File: config.mk
export PLATFORM = sky130hd
export DESIGN_NAME = tempo_and_midi_segment_display_core
export DESIGN_NICKNAME = d
export VERILOG_FILES = /design/src/rtl/tmsd_pkg.sv /design/src/rtl/tmsd_cfg_regs.sv /design/src/rtl/tmsd_tempo_fmt.sv /design/src/rtl/tmsd_engine.sv /design/src/rtl/tempo_and_midi_segment_display_core.sv
export SDC_FILE = /design/constraint.sdc
export NUM_CORES = 1
export LEC_CHECK = 0
export BUFFER_PORTS_ARGS = -buffer_cell sky130_fd_sc_hd__clkbuf_2
export CAP_MARGIN = 40
export CORE_ASPECT_RATIO = 0.75
export CORE_MARGIN = 2
export CORE_UTILIZATION = 55
export DETAILED_ROUTE_END_ITERATION = 8
export PLACE_DENSITY = 0.78
export SLEW_MARGIN = 25
export SYNTH_ARGS = -nofsm -noshare
export SYNTH_HDL_FRONTEND = slang
export SYNTH_SLANG_ARGS = --single-unit
File: constraint.sdc
create_clock -name clk -period 14.2 [get_ports clk]
set_input_delay 1.42 -clock clk [delete_from_list [all_inputs] [get_ports clk]]
set_output_delay 1.42 -clock clk [all_outputs]
set_load 0.03 [all_outputs]
File: src/rtl/tmsd_pkg.sv
package tmsd_pkg;

    // Display geometry and animation length.
    localparam int DIGIT_COUNT = 4;
    localparam int FRAME_COUNT = 6;
    localparam int FRAME_W     = 3;

    // Configuration port geometry.
    localparam int APB_ADDR_W = 5;
    localparam int APB_DATA_W = 32;
    localparam int REG_IDX_W  = 3;

    // Register indexes on the configuration port.
    localparam logic [REG_IDX_W-1:0] REG_TEMPO_FLOOR    = 3'd0;
    localparam logic [REG_IDX_W-1:0] REG_TEMPO_CEILING  = 3'd1;
    localparam logic [REG_IDX_W-1:0] REG_TEMPO_DEADBAND = 3'd2;
    localparam logic [REG_IDX_W-1:0] REG_ANIM_PERIOD    = 3'd3;
    localparam logic [REG_IDX_W-1:0] REG_MSG_HOLD       = 3'd4;

    // Register reset values.
    localparam logic [9:0]  RST_TEMPO_FLOOR    = 10'd20;
    localparam logic [9:0]  RST_TEMPO_CEILING  = 10'd400;
    localparam logic [7:0]  RST_TEMPO_DEADBAND = 8'd2;
    localparam logic [15:0] RST_ANIM_PERIOD    = 16'd100;
    localparam logic [15:0] RST_MSG_HOLD       = 16'd1000;

    // Fixed segment patterns: bit0 top through bit6 middle, bit7 point.
    localparam logic [7:0] SEG_BLANK  = 8'h00;
    localparam logic [7:0] SEG_LOW_T  = 8'h78;
    localparam logic [7:0] SEG_POINT  = 8'h80;
    localparam logic [7:0] SEG_ZERO_P = 8'hBF;
    localparam logic [7:0] SEG_N_P    = 8'hD4;
    localparam logic [7:0] SEG_S      = 8'h6D;
    localparam logic [7:0] SEG_B      = 8'h7C;
    localparam logic [7:0] SEG_Y      = 8'h6E;

    // Event codes carried on the input side.
    typedef enum logic [2:0] {
        CMD_TICK        = 3'd0,
        CMD_TEMPO       = 3'd1,
        CMD_CLOCK_START = 3'd2,
        CMD_IDLE_START  = 3'd3,
        CMD_MIDI        = 3'd4,
        CMD_STANDBY     = 3'd5
    } cmd_t;

    typedef logic [7:0] seg_t;
    typedef seg_t [DIGIT_COUNT-1:0] digits_t;

    // Configuration register set.
    typedef struct packed {
        logic [9:0]  tempo_floor;
        logic [9:0]  tempo_ceiling;
        logic [7:0]  tempo_deadband;
        logic [15:0] anim_period;
        logic [15:0] msg_hold;
    } cfg_t;

    // Display state.
    typedef struct packed {
        digits_t              digits;
        logic                 idle;
        logic                 msg;
        logic [9:0]           shown_tempo;
        logic [FRAME_W-1:0]   frame;
        logic [15:0]          anim_elapsed;
        logic [15:0]          msg_elapsed;
    } disp_state_t;

    // Formatted tempo and whether it passes the deadband.
    typedef struct packed {
        logic       update;
        logic [9:0] value;
        digits_t    digits;
    } tempo_fmt_t;

    // Hex digit to segment pattern.
    function automatic seg_t hex_seg(input logic [3:0] d);
        seg_t s;
        case (d)
            4'h0: s = 8'h3F;
            4'h1: s = 8'h06;
            4'h2: s = 8'h5B;
            4'h3: s = 8'h4F;
            4'h4: s = 8'h66;
            4'h5: s = 8'h6D;
            4'h6: s = 8'h7D;
            4'h7: s = 8'h07;
            4'h8: s = 8'h7F;
            4'h9: s = 8'h6F;
            4'hA: s = 8'h77;
            4'hB: s = 8'h7C;
            4'hC: s = 8'h39;
            4'hD: s = 8'h5E;
            4'hE: s = 8'h79;
            default: s = 8'h71;
        endcase
        return s;
    endfunction

    // Rotating segment for one animation frame.
    function automatic seg_t spin_seg(input logic [FRAME_W-1:0] f);
        seg_t s;
        case (f)
            3'd0: s = 8'h01;
            3'd1: s = 8'h02;
            3'd2: s = 8'h04;
            3'd3: s = 8'h08;
            3'd4: s = 8'h10;
            3'd5: s = 8'h20;
            default: s = SEG_BLANK;
        endcase
        return s;
    endfunction

endpackage

File: src/rtl/tmsd_cfg_regs.sv
module tmsd_cfg_regs (
    input  logic                              clk,
    input  logic                              rst_n,
    input  logic                              psel,
    input  logic                              penable,
    input  logic                              pwrite,
    input  logic [tmsd_pkg::APB_ADDR_W-1:0]   paddr,
    input  logic [tmsd_pkg::APB_DATA_W-1:0]   pwdata,
    output logic [tmsd_pkg::APB_DATA_W-1:0]   prdata,
    output logic                              pready,
    output tmsd_pkg::cfg_t                    cfg
);
    import tmsd_pkg::*;

    cfg_t                 cfg_reg;
    cfg_t                 cfg_next;
    logic [REG_IDX_W-1:0] reg_idx;
    logic                 wr_en;

    assign pready  = 1'b1;
    assign reg_idx = paddr[APB_ADDR_W-1:2];
    assign wr_en   = psel && penable && pwrite && pready;

    // Write decode; addresses past the last register are ignored.
    always_comb
    begin
        cfg_next = cfg_reg;
        if (wr_en)
        begin
            unique case (reg_idx)
                REG_TEMPO_FLOOR:    cfg_next.tempo_floor    = pwdata[9:0];
                REG_TEMPO_CEILING:  cfg_next.tempo_ceiling  = pwdata[9:0];
                REG_TEMPO_DEADBAND: cfg_next.tempo_deadband = pwdata[7:0];
                REG_ANIM_PERIOD:    cfg_next.anim_period    = pwdata[15:0];
                REG_MSG_HOLD:       cfg_next.msg_hold       = pwdata[15:0];
                default:            cfg_next = cfg_reg;
            endcase
        end
    end

    always_ff @(posedge clk or negedge rst_n)
    begin
        if (!rst_n)
        begin
            cfg_reg.tempo_floor    <= RST_TEMPO_FLOOR;
            cfg_reg.tempo_ceiling  <= RST_TEMPO_CEILING;
            cfg_reg.tempo_deadband <= RST_TEMPO_DEADBAND;
            cfg_reg.anim_period    <= RST_ANIM_PERIOD;
            cfg_reg.msg_hold       <= RST_MSG_HOLD;
        end
        else
        begin
            cfg_reg <= cfg_next;
        end
    end

    // Read decode.
    always_comb
    begin
        unique case (reg_idx)
            REG_TEMPO_FLOOR:    prdata = {22'd0, cfg_reg.tempo_floor};
            REG_TEMPO_CEILING:  prdata = {22'd0, cfg_reg.tempo_ceiling};
            REG_TEMPO_DEADBAND: prdata = {24'd0, cfg_reg.tempo_deadband};
            REG_ANIM_PERIOD:    prdata = {16'd0, cfg_reg.anim_period};
            REG_MSG_HOLD:       prdata = {16'd0, cfg_reg.msg_hold};
            default:            prdata = '0;
        endcase
    end

    assign cfg = cfg_reg;

endmodule

File: src/rtl/tmsd_tempo_fmt.sv
module tmsd_tempo_fmt (
    input  logic [15:0]          tempo_value,
    input  logic [9:0]           shown_tempo,
    input  tmsd_pkg::cfg_t       cfg,
    output tmsd_pkg::tempo_fmt_t fmt
);
    import tmsd_pkg::*;

    logic [9:0]  clamped;
    logic [9:0]  diff;
    logic [15:0] prod_hund;
    logic [3:0]  quot_hund;
    logic [10:0] hund_part;
    logic [10:0] rem_full;
    logic [6:0]  rem_hund;
    logic [14:0] prod_tens;
    logic [3:0]  tens;
    logic [6:0]  tens_part;
    logic [6:0]  ones_full;
    logic [3:0]  ones;
    logic [3:0]  hund;

    // Clamp; if floor > ceiling, only values below the floor get it.
    always_comb
    begin
        if (tempo_value < {6'd0, cfg.tempo_floor})
        begin
            clamped = cfg.tempo_floor;
        end
        else if (tempo_value > {6'd0, cfg.tempo_ceiling})
        begin
            clamped = cfg.tempo_ceiling;
        end
        else
        begin
            clamped = tempo_value[9:0];
        end
    end

    // Distance from the value on display, against the deadband.
    assign diff = (clamped > shown_tempo) ? (clamped - shown_tempo) : (shown_tempo - clamped);

    // Divide by 100 through the reciprocal 41/4096, exact below 1024.
    assign prod_hund = 16'(clamped) * 16'd41;
    assign quot_hund = prod_hund[15:12];
    assign hund_part = 11'(quot_hund) * 11'd100;
    assign rem_full  = {1'b0, clamped} - hund_part;
    assign rem_hund  = rem_full[6:0];

    // Divide the remainder by 10 through 205/2048, exact below 1029.
    assign prod_tens = 15'(rem_hund) * 15'd205;
    assign tens      = prod_tens[14:11];
    assign tens_part = 7'(tens) * 7'd10;
    assign ones_full = rem_hund - tens_part;
    assign ones      = ones_full[3:0];

    // A quotient of ten wraps to zero, which shows blank.
    assign hund = (quot_hund == 4'd10) ? 4'd0 : quot_hund;

    always_comb
    begin
        fmt.update    = diff > {2'd0, cfg.tempo_deadband};
        fmt.value     = clamped;
        fmt.digits[0] = SEG_LOW_T;
        fmt.digits[1] = (hund == 4'd0) ? SEG_BLANK : hex_seg(hund);
        fmt.digits[2] = hex_seg(tens);
        fmt.digits[3] = hex_seg(ones) | SEG_POINT;
    end

endmodule

File: src/rtl/tmsd_engine.sv
module tmsd_engine (
    input  logic                    clk,
    input  logic                    rst_n,
    input  logic                    step,
    input  tmsd_pkg::cmd_t          cmd,
    input  logic [15:0]             tempo_value,
    input  logic [7:0]              midi_data,
    input  logic [3:0]              midi_channel,
    input  tmsd_pkg::cfg_t          cfg,
    output tmsd_pkg::disp_state_t   state_next
);
    import tmsd_pkg::*;

    disp_state_t        st_reg;
    disp_state_t        st_next;
    tempo_fmt_t         fmt;
    logic [15:0]        anim_inc;
    logic [15:0]        msg_inc;
    logic               msg_kept;
    logic [FRAME_W-1:0] frame_adv;
    digits_t            spin_digits;

    tmsd_tempo_fmt u_tempo_fmt (
        .tempo_value (tempo_value),
        .shown_tempo (st_reg.shown_tempo),
        .cfg         (cfg),
        .fmt         (fmt)
    );

    // Saturating millisecond counters.
    assign anim_inc = (st_reg.anim_elapsed != 16'hFFFF) ? (st_reg.anim_elapsed + 16'd1)
                                                        : st_reg.anim_elapsed;
    assign msg_inc  = (st_reg.msg && (st_reg.msg_elapsed != 16'hFFFF))
                      ? (st_reg.msg_elapsed + 16'd1) : st_reg.msg_elapsed;
    assign msg_kept = st_reg.msg && (msg_inc < cfg.msg_hold);

    // Each digit runs one frame ahead of its left neighbor.
    for (genvar g = 0; g < DIGIT_COUNT; g++)
    begin : g_spin
        logic [3:0] spin_sum;
        logic [3:0] spin_idx;
        assign spin_sum       = 4'(st_reg.frame) + 4'(g);
        assign spin_idx       = (spin_sum >= 4'(FRAME_COUNT)) ? (spin_sum - 4'(FRAME_COUNT))
                                                              : spin_sum;
        assign spin_digits[g] = spin_seg(spin_idx[FRAME_W-1:0]);
    end

    assign frame_adv = (st_reg.frame == FRAME_W'(FRAME_COUNT - 1)) ? '0
                                                                   : (st_reg.frame + 1'b1);

    // Event handling for one beat.
    always_comb
    begin
        st_next = st_reg;
        if (step)
        begin
            case (cmd)
                CMD_TICK:
                begin
                    st_next.anim_elapsed = anim_inc;
                    st_next.msg_elapsed  = msg_inc;
                    if (st_reg.idle && (anim_inc >= cfg.anim_period))
                    begin
                        st_next.anim_elapsed = '0;
                        st_next.msg          = msg_kept;
                        if (!msg_kept)
                        begin
                            st_next.digits = spin_digits;
                            st_next.frame  = frame_adv;
                        end
                    end
                end
                CMD_TEMPO:
                begin
                    if (fmt.update)
                    begin
                        st_next.shown_tempo = fmt.value;
                        st_next.digits      = fmt.digits;
                    end
                end
                CMD_CLOCK_START:
                begin
                    st_next.idle        = 1'b0;
                    st_next.msg         = 1'b0;
                    st_next.shown_tempo = '0;
                    st_next.digits[0]   = SEG_LOW_T;
                    st_next.digits[1]   = SEG_BLANK;
                    st_next.digits[2]   = SEG_BLANK;
                    st_next.digits[3]   = SEG_ZERO_P;
                end
                CMD_IDLE_START:
                begin
                    st_next.idle         = 1'b1;
                    st_next.frame        = '0;
                    st_next.anim_elapsed = '0;
                    st_next.shown_tempo  = '0;
                end
                CMD_MIDI:
                begin
                    if (st_reg.idle)
                    begin
                        st_next.msg         = 1'b1;
                        st_next.msg_elapsed = '0;
                        st_next.digits[0]   = hex_seg(midi_channel);
                        st_next.digits[1]   = SEG_N_P;
                        st_next.digits[2]   = hex_seg(midi_data[7:4]);
                        st_next.digits[3]   = hex_seg(midi_data[3:0]);
                    end
                end
                CMD_STANDBY:
                begin
                    st_next.digits[0] = SEG_S;
                    st_next.digits[1] = SEG_LOW_T;
                    st_next.digits[2] = SEG_B;
                    st_next.digits[3] = SEG_Y;
                end
                default:
                begin
                    st_next = st_reg;
                end
            endcase
        end
    end

    always_ff @(posedge clk or negedge rst_n)
    begin
        if (!rst_n)
        begin
            st_reg <= '0;
        end
        else
        begin
            st_reg <= st_next;
        end
    end

    assign state_next = st_next;

endmodule

File: src/rtl/tempo_and_midi_segment_display_core.sv
// Four-digit 7-segment display controller for a tempo and MIDI monitor. Each
// input beat carries one event (millisecond tick, tempo, clock start, idle
// start, MIDI event or standby) in s_tuser and returns exactly one output beat
// with the four segment patterns and the idle and message flags as they stand
// after that event. The block takes a new beat every clock cycle unless the
// output side stalls it; an accepted beat waits in the input register while
// the single-pass state update computes the value that loads the result
// register. Backpressure on the output side stalls the input side only once
// both registers are full. The user must see that configuration registers are
// written through the APB port only while no beat is in flight; the block
// itself does not enforce this.
module tempo_and_midi_segment_display_core (
    input  logic                              clk,
    input  logic                              rst_n,
    // Input stream.
    input  logic                              s_tvalid,
    output logic                              s_tready,
    input  logic [31:0]                       s_tdata,  // tempo_value, midi_data, midi_channel, pad
    input  logic [2:0]                        s_tuser,  // command
    // Output stream.
    output logic                              m_tvalid,
    input  logic                              m_tready,
    output logic [39:0]                       m_tdata,  // segments_0..3, idle_active, message_showing
    // Configuration port.
    input  logic                              psel,
    input  logic                              penable,
    input  logic                              pwrite,
    input  logic [tmsd_pkg::APB_ADDR_W-1:0]   paddr,
    input  logic [tmsd_pkg::APB_DATA_W-1:0]   pwdata,
    output logic [tmsd_pkg::APB_DATA_W-1:0]   prdata,
    output logic                              pready
);
    import tmsd_pkg::*;

    cfg_t        cfg;
    disp_state_t state_next;

    logic        in_valid_reg;
    logic        in_valid_next;
    cmd_t        in_cmd_reg;
    logic [15:0] in_tempo_reg;
    logic [7:0]  in_data_reg;
    logic [3:0]  in_chan_reg;

    logic        out_valid_reg;
    logic        out_valid_next;
    digits_t     out_digits_reg;
    logic        out_idle_reg;
    logic        out_msg_reg;

    logic        s_fire;
    logic        advance;

    tmsd_cfg_regs u_cfg_regs (
        .clk     (clk),
        .rst_n   (rst_n),
        .psel    (psel),
        .penable (penable),
        .pwrite  (pwrite),
        .paddr   (paddr),
        .pwdata  (pwdata),
        .prdata  (prdata),
        .pready  (pready),
        .cfg     (cfg)
    );

    // Handshake: the input register moves on whenever the result register is free.
    assign advance  = in_valid_reg && (!out_valid_reg || m_tready);
    assign s_tready = !in_valid_reg || advance;
    assign s_fire   = s_tvalid && s_tready;

    always_comb
    begin
        in_valid_next = in_valid_reg;
        if (s_fire)
        begin
            in_valid_next = 1'b1;
        end
        else if (advance)
        begin
            in_valid_next = 1'b0;
        end
    end

    always_comb
    begin
        out_valid_next = out_valid_reg;
        if (advance)
        begin
            out_valid_next = 1'b1;
        end
        else if (m_tready)
        begin
            out_valid_next = 1'b0;
        end
    end

    always_ff @(posedge clk or negedge rst_n)
    begin
        if (!rst_n)
        begin
            in_valid_reg  <= 1'b0;
            out_valid_reg <= 1'b0;
        end
        else
        begin
            in_valid_reg  <= in_valid_next;
            out_valid_reg <= out_valid_next;
        end
    end

    // Input register payload.
    always_ff @(posedge clk)
    begin
        if (s_fire)
        begin
            in_cmd_reg   <= cmd_t'(s_tuser);
            in_tempo_reg <= s_tdata[15:0];
            in_data_reg  <= s_tdata[23:16];
            in_chan_reg  <= s_tdata[27:24];
        end
    end

    tmsd_engine u_engine (
        .clk          (clk),
        .rst_n        (rst_n),
        .step         (advance),
        .cmd          (in_cmd_reg),
        .tempo_value  (in_tempo_reg),
        .midi_data    (in_data_reg),
        .midi_channel (in_chan_reg),
        .cfg          (cfg),
        .state_next   (state_next)
    );

    // Result register payload.
    always_ff @(posedge clk)
    begin
        if (advance)
        begin
            out_digits_reg <= state_next.digits;
            out_idle_reg   <= state_next.idle;
            out_msg_reg    <= state_next.msg;
        end
    end

    assign m_tvalid = out_valid_reg;
    assign m_tdata  = {6'd0, out_msg_reg, out_idle_reg, out_digits_reg};

endmodule

==> out/metrics.yaml <==
setup_path:
  crit_family: "adder cells"
  startpoint: "u_cfg_regs.cfg[52]$_DFFE_PN1P_"
  worstPathRequired_ns: 14.59
  start_kind: "register"
  critPathMaxFanout: 19
  cp_data_arrival_time_ns: 13.62
  slowest_delay_ns: 0.61
  critPathBufInv: 9
  worstReg2RegStart: "u_cfg_regs.cfg[52]$_DFFE_PN1P_"
  critPathCaptureType: "register"
  crit_type: "register to register"
  critPathSlowestCell: "dfstp_2"
  cpMostUsedCell: "ha_1"
global_routing:
  antenna_found_initial: 0
  grt_overflow: 0
  first_global_vias: 13400
  grt_pass1_wl_mm: 71.8
  grt_usage_pct: 28.2
  grt_max_degree: 88
clocking:
  htreeDepth: 1
  root_buffer: "clkbuf_16"
  clkLatencyLatePin_ns: 0.57
  clk_pin_slew_worst_paths_ns: 0.06
  cts_buffer_depth: 3
  cts_hold_buf: 0
  cts_sinks: 227
  cts_tree: "yes"
  cts_buffers: 25
sta:
  slew_headroom_pct: 33.7
  period_share_pct: 93.2
  timing.final.hold_violations: 0
  fin_skew_ns: 0.0270
  worst_pin_slew_ns: 0.982
  setup_viol: 0
  final.setup.tns_ns: 0
  finalMaxSlewViolations: 0
  fin_crit_ns: 13.23
  max_freq_ghz: 0.0756
  rsz0062_at_grt: "no"
routing:
  first_iter_violations: 1419
  wl_met3_mm: 3.78
  wl_mm: 45.4
  via_per_inst: 6.08
  wl_met2_mm: 19.5
  met1_length_mm: 21.1
  wl_per_cell_um: 19.4
  first_pass_iters: 6
  drc: 0
  postRouteAntennaNets: 0
  top_layer: "met4"
  vias: 14200
place:
  gp_congestion: 0.924
  io_buffers: 108
  postPlaceCellArea_um2: 17800
  dpl.hpwl_mm: 34.1
logic_synthesis:
  yosysUniqueCellTypes: 93
  synth_top_area_share_pct: 18.7
  synth-main-ff-cell: "dfrtp_1"
  ys_seq_area_share_pct: 35.1
  syn-cell-area_um2: 16900
  synth-simple-area-share_pct: 14.1
  synthTopCellsByArea: "dfrtp_1 (19%), ha_1 (15%), edfxtp_1 (12%)"
  synthCells: 1829
  synth.most_common_cell: "ha_1"
  yosysWarnings: 0
  synth-compound-area-share_pct: 19.4
  synth-adder-area-share_pct: 16.6
  synth-async-reset-ratio_pct: 62.1
  syn_area_per_cell_um2: 9.23
  synth_xor_area_share_pct: 2.69
  muxShareOfSynthArea_pct: 6.14
  synth_common_cells: "ha_1 (197), nand2_1 (155), inv_1 (150)"
  synth_edf_count: 65
  synth-seq-cells: 227
  synth_top_cell_by_area: "dfrtp_1"
  synth_top_family_by_area: "compound AO/OA/AOI/OAI gates"
finish:
  num-fill-cells: 2482
  area_delta_synth_final_pct: 10.8
  final_nets: 2215
  drive_above_1_share_pct: 14.2
  largest_reg_flops: 79
  postLayoutCoreUtil_pct: 61.9
  n_antenna_cell: 0
  stdcell_area_um2: 18700
floorplan:
  dieArea_um2: 32100
  fp.coreArea_um2: 30200
  die_h_um: 156
  rows: 55
  die_x_um: 206
  ios: 154
  start_util_pct: 55.9
outcome:
  status: "finished, final reports clean"
min_path:
  hold_start: "u_engine.st_reg[78]$_DFF_PN0_"
  worstHoldPathType: "register to register"
run:
  max-cap-violations: 0
[stage by stage]
step                hold WS [ns]  cells  setup slack [ns]
finish                     0.481   2341             0.971
global route               0.495   2341            0.0647
CTS                        0.484   2332             0.762
detailed placement         0.459   2286             0.844
global placement           0.462   2283              1.23
floorplan                  0.442   1850              1.89
[cells by family after synthesis]
group,Yosys count
AOI/OAI and AO/OA,499
xor gates and xnor gates,48
adders and majority gates,214
buffers and inverters,246
DFF,227
muxes,93
other,2
and+or+nand+nor,500
[cell usage in the layout (no fill, tap or decap), types with 18 or more instances in the layout]
cell       Yosys  layout
nand4_1       22      22
o21ai_0      124     124
nor3_1        30      30
nand2b_1      18      18
clkbuf_16      0      26
dfrtp_1      126     126
a22o_1        23      23
xnor2_1       26      26
clkbuf_2       0     108
buf_4         25      23
inv_1        150     150
xor2_1        20      18
dfxtp_1       21      21
edfxtp_1      65      65
nor2_1       134     134
a21o_1        42      42
mux2_2        40      40
conb_1         2      23
ha_1         197     197
mux2i_1       48      48
a31oi_1       18      18
nand2_1      155     155
a21oi_1      112     111
nand3_1       50      50
[final timing paths]
kind / endpoint / slack [ns] / cells past startpoint
worst max register to register: m_tdata[25]$_DFFE_PP_ / 0.97 / 50
max in group asynchronous: m_tvalid$_DFFE_PN0P_ / 12.03 / 3
worst max-delay path: m_tdata[25]$_DFFE_PP_ / 0.97 / 50
min in group asynchronous: u_engine.st_reg[38]$_DFFE_PN0P_ / 0.77 / 1
worst min-delay path: u_engine.st_reg[78]$_DFF_PN0_ / 0.48 / 1
worst min register to register: u_engine.st_reg[78]$_DFF_PN0_ / 0.48 / 1
[final cells by class]
class,count,area [um2],share of cell area (%)
Multi-Input combinational cell,1377,10100,53.9
Sequential cell,227,5920,31.7
Timing Repair Buffer,140,816,4.36
Clock buffer,29,662,3.54
Inverter,152,573,3.06
Tap cell,399,499,2.67
Clock inverter,17,160,0.856
[routing by layer]
| layer | global-route usage [%] | vias up |
|---|---|---|
| met5 | 0 | - |
| met4 | 6.50 | 0 |
| met3 | 6.18 | 75 |
| met2 | 41.8 | 548 |
| met1 | 42.0 | 6849 |
| li1 | - | 6751 |
[repair_timing]
item,in CTS,in global routing
setup endpoints to repair,0,12
gates resized for setup,0,3
setup buffers,0,0
[worst register-to-register path, delay by kind of cell, from the launching register on]
| family | cells | cell delay, ns |
|---|---|---|
| fa+ha+maj | 13 | 4.77 |
| compound gates | 13 | 2.91 |
| simple gates | 11 | 2.30 |
| buf+inv | 9 | 1.19 |
| xor+xnor | 3 | 0.89 |
| flops | 1 | 0.61 |
| mux | 1 | 0.38 |
Power is left out: the tool's default activity adds up to more than one toggle a clock period on the data nets, which glitch-free logic cannot reach.
